===== src/rtl/assert_macros.svh =====
// Assertion macros shared by the RTL files.
// Each macro checks a property on the rising clock edge, outside reset.
`ifndef ASSERT_MACROS_SVH
`define ASSERT_MACROS_SVH

`ifndef SYNTHESIS

// Checks that a property holds at every edge outside reset.
`define QW_ASSERT(lbl, clk, rst_n, prop, msg) \
    lbl: assert property (@(posedge clk) disable iff (!rst_n) prop) else $error(msg);

// Checks that a condition never holds outside reset.
`define QW_NEVER(lbl, clk, rst_n, expr, msg) \
    lbl: assert property (@(posedge clk) disable iff (!rst_n) !(expr)) else $error(msg);

`else

`define QW_ASSERT(lbl, clk, rst_n, prop, msg)
`define QW_NEVER(lbl, clk, rst_n, expr, msg)

`endif

`endif


===== src/rtl/qwsce_pkg.sv =====
package qwsce_pkg;

    // Field widths fixed by the block's channels.
    localparam int WORD_W     = 64;
    localparam int LEN_W      = 64;
    localparam int CFG_W      = 6;
    localparam int CFG_IDX_W  = 2;

    // Default for the longest supported word, in digits.
    localparam int MAX_LENGTH_DEF = 32;

    // Digits summed per cycle and compare-subtract steps per cycle.
    localparam int LANES     = 8;
    localparam int MOD_LANES = 4;

    // Register reset values.
    localparam logic [CFG_W-1:0] WORD_LENGTH_RST    = 6'd8;
    localparam logic [CFG_W-1:0] TARGET_RESIDUE_RST = 6'd0;

    // Item kinds on the input channel.
    localparam logic KIND_START = 1'b0;
    localparam logic KIND_EXAM  = 1'b1;

    // Register indexes on the configuration channel.
    typedef enum logic [CFG_IDX_W-1:0] {
        REG_WORD_LENGTH    = 2'd0,
        REG_TARGET_RESIDUE = 2'd1
    } t_reg_idx;

    // Controller states.
    typedef enum logic [1:0] {
        S_IDLE,
        S_SUM,
        S_MOD,
        S_OUT
    } t_state;

    // Commands from the controller to the datapath.
    typedef struct packed {
        logic load_run;
        logic start_exam;
        logic sum_step;
        logic mod_step;
        logic finish;
    } t_cmd;

    // Status from the datapath to the controller.
    typedef struct packed {
        logic run_empty;
        logic sum_last;
        logic mod_last;
        logic out_free;
    } t_stat;

endpackage


===== src/rtl/qwsce_ifs.sv =====
// Input item channel: start or examine requests.
interface qwsce_in_if
    import qwsce_pkg::*;
();
    logic             valid;
    logic             ready;
    logic             kind;
    logic [WORD_W-1:0] first_word;
    logic [LEN_W-1:0]  run_length;

    modport source (output valid, output kind, output first_word, output run_length,
                    input ready);
    modport sink   (input valid, input kind, input first_word, input run_length,
                    output ready);
endinterface

// Result item channel.
interface qwsce_out_if
    import qwsce_pkg::*;
();
    logic              valid;
    logic              ready;
    logic [WORD_W-1:0] word_digits;
    logic              is_codeword;
    logic              last_of_run;

    modport source (output valid, output word_digits, output is_codeword,
                    output last_of_run, input ready);
    modport sink   (input valid, input word_digits, input is_codeword,
                    input last_of_run, output ready);
endinterface

// Configuration write channel.
interface qwsce_cfg_if
    import qwsce_pkg::*;
();
    logic                 valid;
    logic                 ready;
    logic [CFG_IDX_W-1:0] index;
    logic [CFG_W-1:0]     data;

    modport source (output valid, output index, output data, input ready);
    modport sink   (input valid, input index, input data, output ready);
endinterface


===== src/rtl/qwsce_ctrl.sv =====
`include "assert_macros.svh"

module qwsce_ctrl
    import qwsce_pkg::*;
(
    input  logic  i_clk,
    input  logic  i_rst_n,
    input  logic  i_in_valid,
    input  logic  i_in_kind,
    output logic  o_in_ready,
    input  t_stat i_stat,
    output t_cmd  o_cmd
);

    t_state r_state;
    t_state n_state;

    logic in_take;

    assign in_take = (r_state == S_IDLE) && i_in_valid;

    // State register.
    always_ff @(posedge i_clk) begin
        if (!i_rst_n) begin
            r_state <= S_IDLE;
        end else begin
            r_state <= n_state;
        end
    end

    // Next state: weighted sum, then residue, then hand over the result.
    always_comb begin
        n_state = r_state;
        case (r_state)
            S_IDLE: begin
                if (in_take && (i_in_kind == KIND_EXAM) && !i_stat.run_empty) begin
                    n_state = S_SUM;
                end
            end
            S_SUM: begin
                if (i_stat.sum_last) begin
                    n_state = S_MOD;
                end
            end
            S_MOD: begin
                if (i_stat.mod_last) begin
                    n_state = S_OUT;
                end
            end
            S_OUT: begin
                if (i_stat.out_free) begin
                    n_state = S_IDLE;
                end
            end
            default: begin
                n_state = S_IDLE;
            end
        endcase
    end

    // Outputs: an item is taken only while idle.
    always_comb begin
        o_in_ready       = 1'b0;
        o_cmd            = '0;
        case (r_state)
            S_IDLE: begin
                o_in_ready       = 1'b1;
                o_cmd.load_run   = in_take && (i_in_kind == KIND_START);
                o_cmd.start_exam = in_take && (i_in_kind == KIND_EXAM) && !i_stat.run_empty;
            end
            S_SUM: begin
                o_cmd.sum_step = 1'b1;
            end
            S_MOD: begin
                o_cmd.mod_step = 1'b1;
            end
            S_OUT: begin
                o_cmd.finish = i_stat.out_free;
            end
            default: begin
                o_in_ready = 1'b0;
            end
        endcase
    end

    `QW_ASSERT(a_cmd_onehot, i_clk, i_rst_n, ($onehot0(o_cmd)), "more than one command at once")
    `QW_ASSERT(a_exam_to_sum, i_clk, i_rst_n, (o_cmd.start_exam |=> r_state == S_SUM), "examine did not enter the sum phase")
    `QW_ASSERT(a_finish_idle, i_clk, i_rst_n, (o_cmd.finish |=> (r_state == S_IDLE) && o_in_ready), "controller did not return to idle after a result")

endmodule


===== src/rtl/qwsce_dp.sv =====
`include "assert_macros.svh"

module qwsce_dp
    import qwsce_pkg::*;
#(
    parameter int MAX_LENGTH = MAX_LENGTH_DEF
) (
    input  logic                 i_clk,
    input  logic                 i_rst_n,
    input  t_cmd                 i_cmd,
    output t_stat                o_stat,
    input  logic                 i_cfg_valid,
    input  logic [CFG_IDX_W-1:0] i_cfg_index,
    input  logic [CFG_W-1:0]     i_cfg_data,
    input  logic [WORD_W-1:0]    i_first_word,
    input  logic [LEN_W-1:0]     i_run_length,
    input  logic                 i_out_ready,
    output logic                 o_out_valid,
    output logic [WORD_W-1:0]    o_word_digits,
    output logic                 o_is_codeword,
    output logic                 o_last_of_run
);

    // Sizes of the sum, the residue unit and its step counter.
    localparam int SUM_MAX   = 3 * MAX_LENGTH * (MAX_LENGTH + 1) / 2;
    localparam int SUM_W     = $clog2(SUM_MAX + 1);
    localparam int REM_W     = (SUM_W > CFG_W) ? SUM_W : CFG_W;
    localparam int MOD_CYC   = (REM_W + MOD_LANES - 1) / MOD_LANES;
    localparam int STEP_W    = (MOD_CYC > 1) ? $clog2(MOD_CYC) : 1;
    localparam int TOP_SHIFT = MOD_LANES * MOD_CYC - 1;
    localparam int DIV_W     = CFG_W + MOD_LANES * MOD_CYC;
    localparam int DIGITS    = WORD_W / 2;

    logic [CFG_W-1:0]  r_word_length;
    logic [CFG_W-1:0]  r_target;
    logic [WORD_W-1:0] r_idx;
    logic [LEN_W-1:0]  r_rem;

    logic [WORD_W-1:0] r_word;
    logic [WORD_W-1:0] r_shift;
    logic [CFG_W-1:0]  r_wt;
    logic [CFG_W-1:0]  r_mod;
    logic [REM_W-1:0]  r_acc;
    logic [REM_W-1:0]  r_tgt;
    logic [DIV_W-1:0]  r_msh;
    logic [STEP_W-1:0] r_step;

    logic              r_out_valid;
    logic [WORD_W-1:0] r_out_word;
    logic              r_out_match;
    logic              r_out_last;

    logic [CFG_W-1:0]  eff_len;
    logic [WORD_W-1:0] word_mask;
    logic [REM_W-1:0]  chunk_sum;
    logic [REM_W-1:0]  n_acc_sum;
    logic [DIV_W-1:0]  v_a;
    logic [DIV_W-1:0]  v_t;
    logic [DIV_W-1:0]  v_d;
    logic [REM_W-1:0]  n_acc_mod;
    logic [REM_W-1:0]  n_tgt_mod;
    logic              match;
    logic              last;
    logic              out_free;

    // Word length clamped to the supported range.
    always_comb begin
        if (r_word_length == '0) begin
            eff_len = CFG_W'(1);
        end else if (r_word_length > CFG_W'(MAX_LENGTH)) begin
            eff_len = CFG_W'(MAX_LENGTH);
        end else begin
            eff_len = r_word_length;
        end
    end

    // Only the low digits of the index belong to the word.
    always_comb begin
        for (int p = 0; p < DIGITS; p++) begin
            word_mask[2*p +: 2] = (CFG_W'(p) < eff_len) ? 2'b11 : 2'b00;
        end
    end

    // One chunk of digits, least significant first; weight falls by one per digit.
    always_comb begin
        chunk_sum = '0;
        for (int j = 0; j < LANES; j++) begin
            chunk_sum = chunk_sum
                + REM_W'(r_wt - CFG_W'(j)) * REM_W'(r_shift[2*j +: 2]);
        end
        n_acc_sum = r_acc + chunk_sum;
    end

    // Restoring reduction of sum and target by the modulus, a few bits per cycle.
    always_comb begin
        v_a = DIV_W'(r_acc);
        v_t = DIV_W'(r_tgt);
        v_d = '0;
        for (int j = 0; j < MOD_LANES; j++) begin
            v_d = r_msh >> j;
            if (v_a >= v_d) begin
                v_a = v_a - v_d;
            end
            if (v_t >= v_d) begin
                v_t = v_t - v_d;
            end
        end
        n_acc_mod = REM_W'(v_a);
        n_tgt_mod = REM_W'(v_t);
    end

    assign match    = (r_acc == r_tgt);
    assign last     = (r_rem == LEN_W'(1));
    assign out_free = !r_out_valid || i_out_ready;

    // Status for the controller.
    always_comb begin
        o_stat.run_empty = (r_rem == '0);
        o_stat.sum_last  = (r_wt <= CFG_W'(LANES));
        o_stat.mod_last  = (r_step == STEP_W'(MOD_CYC - 1));
        o_stat.out_free  = out_free;
    end

    // Configuration registers and run state.
    always_ff @(posedge i_clk) begin
        if (!i_rst_n) begin
            r_word_length <= WORD_LENGTH_RST;
            r_target      <= TARGET_RESIDUE_RST;
            r_idx         <= '0;
            r_rem         <= '0;
        end else begin
            if (i_cfg_valid) begin
                case (i_cfg_index)
                    REG_WORD_LENGTH: begin
                        r_word_length <= i_cfg_data;
                    end
                    REG_TARGET_RESIDUE: begin
                        r_target <= i_cfg_data;
                    end
                    default: begin
                        r_target <= r_target;
                    end
                endcase
            end
            if (i_cmd.load_run) begin
                r_idx <= i_first_word;
                r_rem <= i_run_length;
            end else if (i_cmd.finish) begin
                r_idx <= r_idx + WORD_W'(1);
                r_rem <= r_rem - LEN_W'(1);
            end
        end
    end

    // Working registers of one examined word.
    always_ff @(posedge i_clk) begin
        if (!i_rst_n) begin
            r_step <= '0;
        end else if (i_cmd.start_exam) begin
            r_step <= '0;
        end else if (i_cmd.mod_step) begin
            r_step <= r_step + STEP_W'(1);
        end
    end

    always_ff @(posedge i_clk) begin
        if (i_cmd.start_exam) begin
            r_word  <= r_idx & word_mask;
            r_shift <= r_idx & word_mask;
            r_wt    <= eff_len;
            r_mod   <= eff_len + CFG_W'(1);
            r_acc   <= '0;
            r_tgt   <= REM_W'(r_target);
            r_msh   <= (DIV_W'(eff_len) + DIV_W'(1)) << TOP_SHIFT;
        end else if (i_cmd.sum_step) begin
            r_acc   <= n_acc_sum;
            r_shift <= r_shift >> (2 * LANES);
            r_wt    <= r_wt - CFG_W'(LANES);
        end else if (i_cmd.mod_step) begin
            r_acc <= n_acc_mod;
            r_tgt <= n_tgt_mod;
            r_msh <= r_msh >> MOD_LANES;
        end
    end

    // Output register: a result item waits here until taken.
    always_ff @(posedge i_clk) begin
        if (!i_rst_n) begin
            r_out_valid <= 1'b0;
        end else if (i_cmd.finish && (match || last)) begin
            r_out_valid <= 1'b1;
        end else if (i_out_ready) begin
            r_out_valid <= 1'b0;
        end
    end

    always_ff @(posedge i_clk) begin
        if (i_cmd.finish && (match || last)) begin
            r_out_word  <= r_word;
            r_out_match <= match;
            r_out_last  <= last;
        end
    end

    assign o_out_valid   = r_out_valid;
    assign o_word_digits = r_out_word;
    assign o_is_codeword = r_out_match;
    assign o_last_of_run = r_out_last;

    `QW_ASSERT(a_sum_reduced, i_clk, i_rst_n, (i_cmd.finish |-> r_acc < REM_W'(r_mod)), "sum")
    `QW_ASSERT(a_tgt_reduced, i_clk, i_rst_n, (i_cmd.finish |-> r_tgt < REM_W'(r_mod)), "target")
    `QW_ASSERT(a_run_alive, i_clk, i_rst_n, (i_cmd.finish |-> r_rem != '0), "no run in progress")

endmodule


===== src/rtl/quaternary_weighted_sum_code_enumerator.sv =====
// Quaternary weighted-sum code enumerator.
// Input channel i_in: kind 0 starts a run at first_word with run_length words
// and gives no result; kind 1 examines the current word of the run.
// Output channel o_out: a result item carries the examined word, whether its
// weighted digit sum matches the target residue, and whether it closed the run.
// A result is given only for a matching word or the last word of a run.
// Configuration channel i_cfg: index 0 word_length, index 1 target_residue;
// always ready, to be written while the block is idle.
// Sequence: a start item is taken while idle. An examine item loads its
// word while idle, then passes eight digits per cycle through the
// weighted-sum adder, then goes through the shared residue unit with four
// compare-subtract steps per cycle, then reaches its result cycle.
// One item is in work at a time; i_in.ready is high only while idle.
// Reset (synchronous, active low) clears the run, the output register and
// restores word_length 8, target_residue 0.
// A stalled receiver holds the result in the output register; the next item
// is still accepted and computed, then waits in its result cycle, whether it
// gives a result or not, until the output register is free.
module quaternary_weighted_sum_code_enumerator
    import qwsce_pkg::*;
#(
    parameter int MAX_LENGTH = MAX_LENGTH_DEF
) (
    input  logic       i_clk,
    input  logic       i_rst_n,
    qwsce_in_if.sink   i_in,
    qwsce_out_if.source o_out,
    qwsce_cfg_if.sink  i_cfg
);

    t_cmd  cmd;
    t_stat stat;

    // Configuration writes are always taken.
    assign i_cfg.ready = 1'b1;

    // Controller sequencing one item at a time.
    qwsce_ctrl u_ctrl (
        .i_clk      (i_clk),
        .i_rst_n    (i_rst_n),
        .i_in_valid (i_in.valid),
        .i_in_kind  (i_in.kind),
        .o_in_ready (i_in.ready),
        .i_stat     (stat),
        .o_cmd      (cmd)
    );

    // Datapath with run state, sum, residue unit and output register.
    qwsce_dp #(
        .MAX_LENGTH (MAX_LENGTH)
    ) u_dp (
        .i_clk         (i_clk),
        .i_rst_n       (i_rst_n),
        .i_cmd         (cmd),
        .o_stat        (stat),
        .i_cfg_valid   (i_cfg.valid),
        .i_cfg_index   (i_cfg.index),
        .i_cfg_data    (i_cfg.data),
        .i_first_word  (i_in.first_word),
        .i_run_length  (i_in.run_length),
        .i_out_ready   (o_out.ready),
        .o_out_valid   (o_out.valid),
        .o_word_digits (o_out.word_digits),
        .o_is_codeword (o_out.is_codeword),
        .o_last_of_run (o_out.last_of_run)
    );

endmodule

===== src/flat_wrapper.sv =====
// flat-port wrapper written by rule: the top's interface ports become plain ports
module quaternary_weighted_sum_code_enumerator_flat import qwsce_pkg::*;
#(
    parameter int MAX_LENGTH = MAX_LENGTH_DEF
)
  (i_clk, i_rst_n, i_in_valid, i_in_kind, i_in_first_word, i_in_run_length, i_in_ready, o_out_valid, o_out_word_digits, o_out_is_codeword, o_out_last_of_run, o_out_ready, i_cfg_valid, i_cfg_index, i_cfg_data, i_cfg_ready);
  qwsce_in_if i_in_i ();
  qwsce_out_if o_out_i ();
  qwsce_cfg_if i_cfg_i ();
  input  logic i_clk;
  input  logic i_rst_n;
  input wire logic [$bits(i_in_i.valid)-1:0] i_in_valid;
  input wire logic [$bits(i_in_i.kind)-1:0] i_in_kind;
  input wire logic [$bits(i_in_i.first_word)-1:0] i_in_first_word;
  input wire logic [$bits(i_in_i.run_length)-1:0] i_in_run_length;
  output wire logic [$bits(i_in_i.ready)-1:0] i_in_ready;
  output wire logic [$bits(o_out_i.valid)-1:0] o_out_valid;
  output wire logic [$bits(o_out_i.word_digits)-1:0] o_out_word_digits;
  output wire logic [$bits(o_out_i.is_codeword)-1:0] o_out_is_codeword;
  output wire logic [$bits(o_out_i.last_of_run)-1:0] o_out_last_of_run;
  input wire logic [$bits(o_out_i.ready)-1:0] o_out_ready;
  input wire logic [$bits(i_cfg_i.valid)-1:0] i_cfg_valid;
  input wire logic [$bits(i_cfg_i.index)-1:0] i_cfg_index;
  input wire logic [$bits(i_cfg_i.data)-1:0] i_cfg_data;
  output wire logic [$bits(i_cfg_i.ready)-1:0] i_cfg_ready;
  assign i_in_i.valid = i_in_valid;
  assign i_in_i.kind = i_in_kind;
  assign i_in_i.first_word = i_in_first_word;
  assign i_in_i.run_length = i_in_run_length;
  assign i_in_ready = i_in_i.ready;
  assign o_out_valid = o_out_i.valid;
  assign o_out_word_digits = o_out_i.word_digits;
  assign o_out_is_codeword = o_out_i.is_codeword;
  assign o_out_last_of_run = o_out_i.last_of_run;
  assign o_out_i.ready = o_out_ready;
  assign i_cfg_i.valid = i_cfg_valid;
  assign i_cfg_i.index = i_cfg_index;
  assign i_cfg_i.data = i_cfg_data;
  assign i_cfg_ready = i_cfg_i.ready;
  quaternary_weighted_sum_code_enumerator #(.MAX_LENGTH(MAX_LENGTH)) u_core (.i_clk(i_clk), .i_rst_n(i_rst_n), .i_in(i_in_i), .o_out(o_out_i), .i_cfg(i_cfg_i));
endmodule

===== config.mk =====
export PLATFORM = sky130hd
export DESIGN_NAME = quaternary_weighted_sum_code_enumerator_flat
export DESIGN_NICKNAME = d
export VERILOG_FILES = /design/src/rtl/qwsce_pkg.sv /design/src/rtl/qwsce_ifs.sv /design/src/rtl/qwsce_ctrl.sv /design/src/rtl/qwsce_dp.sv /design/src/rtl/quaternary_weighted_sum_code_enumerator.sv /design/src/flat_wrapper.sv
export VERILOG_INCLUDE_DIRS = /design/src /design/src/rtl
export SDC_FILE = /design/constraint.sdc
export NUM_CORES = 1
export LEC_CHECK = 0
export BUFFER_PORTS_ARGS = -buffer_cell sky130_fd_sc_hd__buf_2
export CELL_PAD_IN_SITES_DETAIL_PLACEMENT = 1
export CELL_PAD_IN_SITES_GLOBAL_PLACEMENT = 1
export CORE_ASPECT_RATIO = 2
export CORE_MARGIN = 8
export CORE_UTILIZATION = 50
export CTS_CLUSTER_DIAMETER = 60
export DETAILED_ROUTE_END_ITERATION = 8
export GPL_ROUTABILITY_DRIVEN = 0
export PLACE_DENSITY = 0.88
export SETUP_SLACK_MARGIN = 0.4
export SYNTH_ARGS = -nofsm -noshare
export SYNTH_HDL_FRONTEND = slang
export SYNTH_SLANG_ARGS = --single-unit

===== constraint.sdc =====
create_clock -name i_clk -period 34.7 [get_ports i_clk]
set_clock_uncertainty 0.1 [all_clocks]
set_input_delay 1.735 -clock i_clk [delete_from_list [all_inputs] [get_ports i_clk]]
set_output_delay 1.735 -clock i_clk [all_outputs]
set_load 0.01 [all_outputs]

# --- Word-level counts from Yosys, hierarchy flattened ---
# Index checks and enable logic that the tools add are counted.
op_classes:
  n_addsub: 28
  multipliers: 8
  n_lt_le_gt_ge: 42
  n_eq_ne: 12
  mux: 70
  n_bitwise: 4
  n_reduce_logical: 24
ops:
  columns: ["operator", "count"]
  rows:
  - ["64-bit 2-to-1 mux", 6]
  - ["18-bit 2-to-1 mux", 9]
  - ["5-bit by 6-bit less-than comparator with 1-bit output (first input constant)", 16]
  - ["11-bit adder", 7]
  - ["2-bit 2-to-1 mux", 37]
  - ["7-bit by 3-bit multiplier with 10-bit output", 7]
  - ["64-bit by 1-bit adder with 64-bit output (second input constant)", 1]
  - ["64-bit AND", 1]
  - ["64-bit by 1-bit == test with 1-bit output (second input constant)", 1]
  - ["64-bit logical NOT", 1]
  - ["64-bit by 1-bit subtractor with 64-bit output (second input constant)", 1]
  - ["4-bit by 6-bit less-than comparator with 1-bit output (first input constant)", 8]
  - ["11-bit 2-to-1 mux", 4]
  - ["6-bit 2-to-1 mux", 7]
  - ["11-bit by 18-bit >= comparator with 1-bit output", 2]
  - ["18-bit by 15-bit >= comparator with 1-bit output", 2]
  - ["18-bit by 16-bit >= comparator with 1-bit output", 2]
  - ["18-bit by 17-bit >= comparator with 1-bit output", 2]
  - ["11-bit by 18-bit subtractor with 18-bit output", 2]
  - ["18-bit by 16-bit subtractor with 18-bit output", 2]
  - ["18-bit by 17-bit subtractor with 18-bit output", 2]
  - ["6-bit by 3-bit subtractor with 7-bit output (second input constant)", 4]
  - ["3-bit by 6-bit less-than comparator with 1-bit output (first input constant)", 4]
  - ["11-bit subtractor", 2]
  - ["other kinds (28)", 58]
totals:
  ff_bits: 385
  out_inout_bits: 69
  word_cells: 206

# --- Logic depth before layout (Yosys ltp) ---
depth:
  depth_word: 11
  depth_mapped: 50

# --- Hierarchy ---
# From an unflattened synthesis, not the netlist that was laid out.
unflattened:
  hier_cells: 3153
  area_unflattened_um2: 29333.1
by_module_without_submodules:
  columns: ["mod", "n_inst", "cells_per_inst", "area_per_inst_um2", "seq_area_each_um2"]
  rows:
  - ["qwsce_dp", 1, 3129, 29134.2, 9799.4]
  - ["qwsce_ctrl", 1, 22, 187.7, 40.0]
  - ["quaternary_weighted_sum_code_enumerator", 1, 2, 11.3, 0.0]

# --- Worst setup path after synthesis ---
# No wires, ideal clock.
synth_path:
  kind: "register to register"
  start: "register u_core.u_dp.r_acc[0]"
  end: "register u_core.u_dp.r_acc[9]"
  setup_time_ps: 116
  arrival_time_ps: 10729
  path_slack_ps: 23756
  stages_incl_launch_ff: 48
  path_buffers: 5
  period_less_slack_ps: 10944
  path_cell_list: "dfxtp_1 > inv_1 > ha_1 > inv_1 > fa_1 > a211oi_1 > o21a_1 > o31ai_1 > o311ai_1 > clkbuf_1 > nor2_1 > a21oi_1 > ha_1 > nor2b_1 > o31ai_2 > a221oi_1 > a41o_1 > o22ai_1 > [... 12 more ...] > or4_1 > nand2b_1 > clkbuf_1 > mux2_2 > ha_1 > inv_1 > fa_1 > a211oi_1 > o21ai_1 > or3_1 > a31oi_1 > a21oi_1 > or4b_1 > or3_1 > o311a_1 > o211a_1 > a311o_1 > a31o_1"
synth_via:
  elab_chain_len: 10
synth_rtl:
  columns: ["item", "line_no", "rtl"]
  rows:
  - ["start: declaration", "qwsce_dp.sv:43", "logic [REM_W-1:0] r_acc;"]
  - ["start signal: assignment", "qwsce_dp.sv:176", "r_acc <= n_acc_sum;"]
  - ["start signal: assignment", "qwsce_dp.sv:180", "r_acc <= n_acc_mod;"]
  - ["11-bit by 18-bit subtractor with 18-bit output or 11-bit by 18-bit >= comparator with 1-bit output (tied branches)", "qwsce_dp.sv:102, qwsce_dp.sv:101", null]
  - ["18-bit 2-to-1 mux", "qwsce_dp.sv:101", "if (v_a >= v_d) begin"]
  - ["18-bit by 17-bit subtractor with 18-bit output or 18-bit by 17-bit >= comparator with 1-bit output (tied branches)", "qwsce_dp.sv:102, qwsce_dp.sv:101", null]
  - ["18-bit 2-to-1 mux", "qwsce_dp.sv:101", null]
  - ["18-bit by 16-bit subtractor with 18-bit output or 18-bit by 16-bit >= comparator with 1-bit output (tied branches)", "qwsce_dp.sv:102, qwsce_dp.sv:101", null]
  - ["18-bit 2-to-1 mux", "qwsce_dp.sv:101", null]
  - ["18-bit by 15-bit >= comparator with 1-bit output or 11-bit subtractor (tied branches)", "qwsce_dp.sv:101, qwsce_dp.sv:102", null]
  - ["11-bit 2-to-1 mux", "qwsce_dp.sv:101", null]
  - ["11-bit 2-to-1 mux", "qwsce_dp.sv:179", "end else if (i_cmd.mod_step) begin"]
  - ["11-bit 2-to-1 mux *", "qwsce_dp.sv:175", "end else if (i_cmd.sum_step) begin"]
# Mark *: on every way between the ends. The rest lies on a longest branch, timed or not. The select of a mux whose other input is x is not followed.
# A chain may end at the register's enable or synchronous reset.

# --- Worst setup path after layout ---
layout_path:
  start: "register u_core.u_dp.r_msh[2]"
  end: "register u_core.u_dp.r_acc[2]"
layout_via:
  elab_chain_len: 10
layout_rtl:
  columns: ["item", "line_no", "rtl"]
  rows:
  - ["start: declaration", "qwsce_dp.sv:45", "logic [DIV_W-1:0] r_msh;"]
  - ["start signal: assignment", "qwsce_dp.sv:174", "r_msh <= (DIV_W'(eff_len) + DIV_W'(1)) << TOP_SHIFT;"]
  - ["start signal: assignment", "qwsce_dp.sv:182", "r_msh <= r_msh >> MOD_LANES;"]
  - ["11-bit by 18-bit subtractor with 18-bit output or 11-bit by 18-bit >= comparator with 1-bit output (tied branches)", "qwsce_dp.sv:102, qwsce_dp.sv:101", null]
  - ["18-bit 2-to-1 mux", "qwsce_dp.sv:101", null]
  - ["18-bit by 17-bit subtractor with 18-bit output or 18-bit by 17-bit >= comparator with 1-bit output (tied branches)", "qwsce_dp.sv:102, qwsce_dp.sv:101", null]
  - ["18-bit 2-to-1 mux", "qwsce_dp.sv:101", null]
  - ["18-bit by 16-bit subtractor with 18-bit output or 18-bit by 16-bit >= comparator with 1-bit output (tied branches)", "qwsce_dp.sv:102, qwsce_dp.sv:101", null]
  - ["18-bit 2-to-1 mux *", "qwsce_dp.sv:101", null]
  - ["18-bit by 15-bit >= comparator with 1-bit output or 11-bit subtractor (tied branches)", "qwsce_dp.sv:101, qwsce_dp.sv:102", null]
  - ["11-bit 2-to-1 mux *", "qwsce_dp.sv:101", null]
  - ["11-bit 2-to-1 mux *", "qwsce_dp.sv:179", null]
  - ["11-bit 2-to-1 mux *", "qwsce_dp.sv:175", null]
# Marks and branches as above.

==> run summary <==
# rows - 125
Crit. Startpoint - u_core.u_dp.r_msh[2]$_SDFFE_PP0P_
reg2reg path depth - 43
critical path type - register to register
Fin. Hold Viols - 0
Post-Synthesis Cells - 3075
CP max FO - 27
grt ovf - 0
CP required - 34.99 ns
share of the synthesized area in the top cell type - 22.0%
Max-slew headroom - 26.2%
final wirelength - 99.2 mm
Die W - 186 µm
Final min period - 12.73 ns
DR WL/cell - 24.5 µm
slowest stage delay, CP - 0.70 ns
first-pass GRT wire length - 154 mm
Critical Path AT - 13.02 ns
total track usage - 29.0%
Post-synth EDFFs - 213
Syn Area/Cell - 9.44 µm²
HP Start - u_core.u_dp.r_word[42]$_DFFE_PP_
Antenna Nets Post-Route - 0
hold buffer count at CTS - 0
clk slew on worst S/H paths - 0.07 ns
TritonCTS Buffers - 39
PostCTS Resize Cnt - 0
DRT Pass-1 Iters - 5
Initial Util - 50.3%
Startpoint Class - register
H-tree levels - 2
io pins - 211
DR vias - 24812
area leader, netlist - edfxtp_1
top cells by count, synth - nor2_1 (272), ha_1 (256), edfxtp_1 (213)
Die Area - 66500 µm²
fmax - 78.6 MHz
vias per inst - 6.14
RSZ-0062 raised after global routing - false
setup TNS - 0 ns
max-cap violations - 0
I/O Buffers - 209
CP endpoint kind - register
Area growth, synth to finish - 10.8%
pin count of the biggest net entering global routing - 95
total setup buffers inserted after CTS - 0
antenna violations before repair - 9
mapped cell area - 29000 µm²
Ys Warns - 0
layout cells sized above 1 - 12.7%
CTS Buffer Depth - 3
Synth Flop Type - edfxtp_1
Worst-Margin Slew - 1.10 ns
count of pins over their slew limit - 0
Setup-failing EPs final - 0
Seq cells post-synth - 385
Critical Path Sink - u_core.u_dp.r_acc[2]$_SDFFE_PP0P_
Residual DRC - 0
Seq/Total Area, Yosys - 33.9%
hold crit path type - register to register
Most common cell on crit path - ha_1
status - finished clean
root buffer cell - clkbuf_16
vias in the first global route - 27359
Die Span Y - 357 µm
fin nets - 3723
fin crit share - 36.7%
1st-iter DRT viols - 1531
reg2reg setup slack - 21.97 ns
largest cells by area after synthesis - edfxtp_1 (22%), dfxtp_1 (12%), ha_1 (11%)
clk sinks - 385
CP max-delay cell - nand2b_1
Synth cell types - 93
Detail Placement HPWL - 75.0 mm
reg2reg end - u_core.u_dp.r_acc[2]$_SDFFE_PP0P_
TritonCTS clock tree - done
most common cell in the netlist - nor2_1
core area - 57700 µm²
worst-skew pair later-pin latency - 0.57 ns
asr flop ratio synth - 0%
worst r2r src - u_core.u_dp.r_msh[2]$_SDFFE_PP0P_
[critical path: cells and delay by family (launching register included)]
family                   cells  cell delay, ns
adder cells (fa/ha/maj)      7            2.16
AND/OR/NAND/NOR             11            3.82
buffers and inverters        3            0.60
flip-flops                   1            0.55
AO/OA/AOI/OAI               20            4.57
multiplexers                 2            0.75
[per-layer routing]
layer	vias to the layer above	part of all wire, %	track usage [%]
met2	971	49	50.8
met4	6	5.6	15.2
li1	11296	-	-
met3	335	6.6	5.35
met5	-	0.039	0
met1	12204	39	33.3
[worst min-delay path by stage]
stage / cells past startpoint / to
2_1_floorplan: 0 / u_core.u_dp.o_word_digits[0]$_DFFE_PP_
3_3_place_gp: 0 / u_core.u_dp.o_word_digits[34]$_DFFE_PP_
3_5_place_dp: 0 / u_core.u_dp.o_word_digits[54]$_DFFE_PP_
4_1_cts: 0 / u_core.u_dp.o_word_digits[42]$_DFFE_PP_
5_1_grt: 0 / u_core.u_dp.o_word_digits[29]$_DFFE_PP_
6_report: 0 / u_core.u_dp.o_word_digits[42]$_DFFE_PP_
[through the flow]
step | hold WS [ns] | cells | setup slack, ns | cell area, µm² | util [%]
3_5_place_dp | 0.306 | 3963 | 22.28 | 30800 | 53.4
5_1_grt | 0.324 | 4035 | 21.06 | 32100 | 55.7
2_1_floorplan | 0.300 | 3076 | 23.76 | 29000 | -
6_report | 0.309 | 4042 | 21.97 | 32200 | 55.7
3_3_place_gp | 0.302 | 3963 | 23.07 | 30800 | 53.4
4_1_cts | 0.316 | 4035 | 22.24 | 32100 | 55.7
[sequential cells by signal, summed over array words and instances (netlist names)]
register                   count
u_core.u_ctrl.r_state          2
u_core.u_dp.o_is_codeword      1
u_core.u_dp.o_last_of_run      1
u_core.u_dp.o_out_valid        1
u_core.u_dp.o_word_digits     64
u_core.u_dp.r_acc             11
u_core.u_dp.r_idx             64
u_core.u_dp.r_msh             18
u_core.u_dp.r_rem             64
u_core.u_dp.r_shift           64
u_core.u_dp.r_step             2
u_core.u_dp.r_target           6
u_core.u_dp.r_tgt             11
u_core.u_dp.r_word            64
u_core.u_dp.r_word_length      6
u_core.u_dp.r_wt               6
[placed cells by master, fill, tap and decap left out, types with 83 or more instances in the layout]
| cell type | n |
|---|---|
| nand2_1 | 170 |
| xor2_1 | 103 |
| inv_1 | 205 |
| a211oi_1 | 101 |
| fa_1 | 83 |
| o21ai_0 | 129 |
| edfxtp_1 | 213 |
| dfxtp_1 | 172 |
| nor2_1 | 272 |
| and2_1 | 95 |
| a21oi_1 | 139 |
| ha_1 | 256 |
| mux2_2 | 85 |
| nor2b_1 | 105 |
| xnor2_1 | 170 |
| buf_2 | 209 |
[kinds of logic (layout without fill, tap and decap cells)]
kind of cell	count (synthesis)	after routing	synth area share, %
AOI/OAI and AO/OA	643	643	14.9
xor gates and xnor gates	273	273	8.24
adders and majority gates	339	339	16.8
buffers and inverters	319	516	4.18
DFF	385	385	33.9
muxes	126	126	4.74
other	2	10	0.0259
and+or+nand+nor	988	988	17.2
[cell type report]
| type | instances | area [µm²] |
|---|---|---|
| Clock inverter | 17 | 190 |
| Tap cell | 762 | 953 |
| Fill cell | 6614 | 25500 |
| Antenna cell | 7 | 17.5 |
| Inverter | 208 | 788 |
| Timing Repair Buffer | 236 | 1250 |
| Multi-Input combinational cell | 2372 | 18000 |
| Clock buffer | 55 | 1120 |
| Sequential cell | 385 | 9840 |
Power is not shown: default switching activity piles up to over one toggle a cycle in this logic, so the estimate is an artifact.
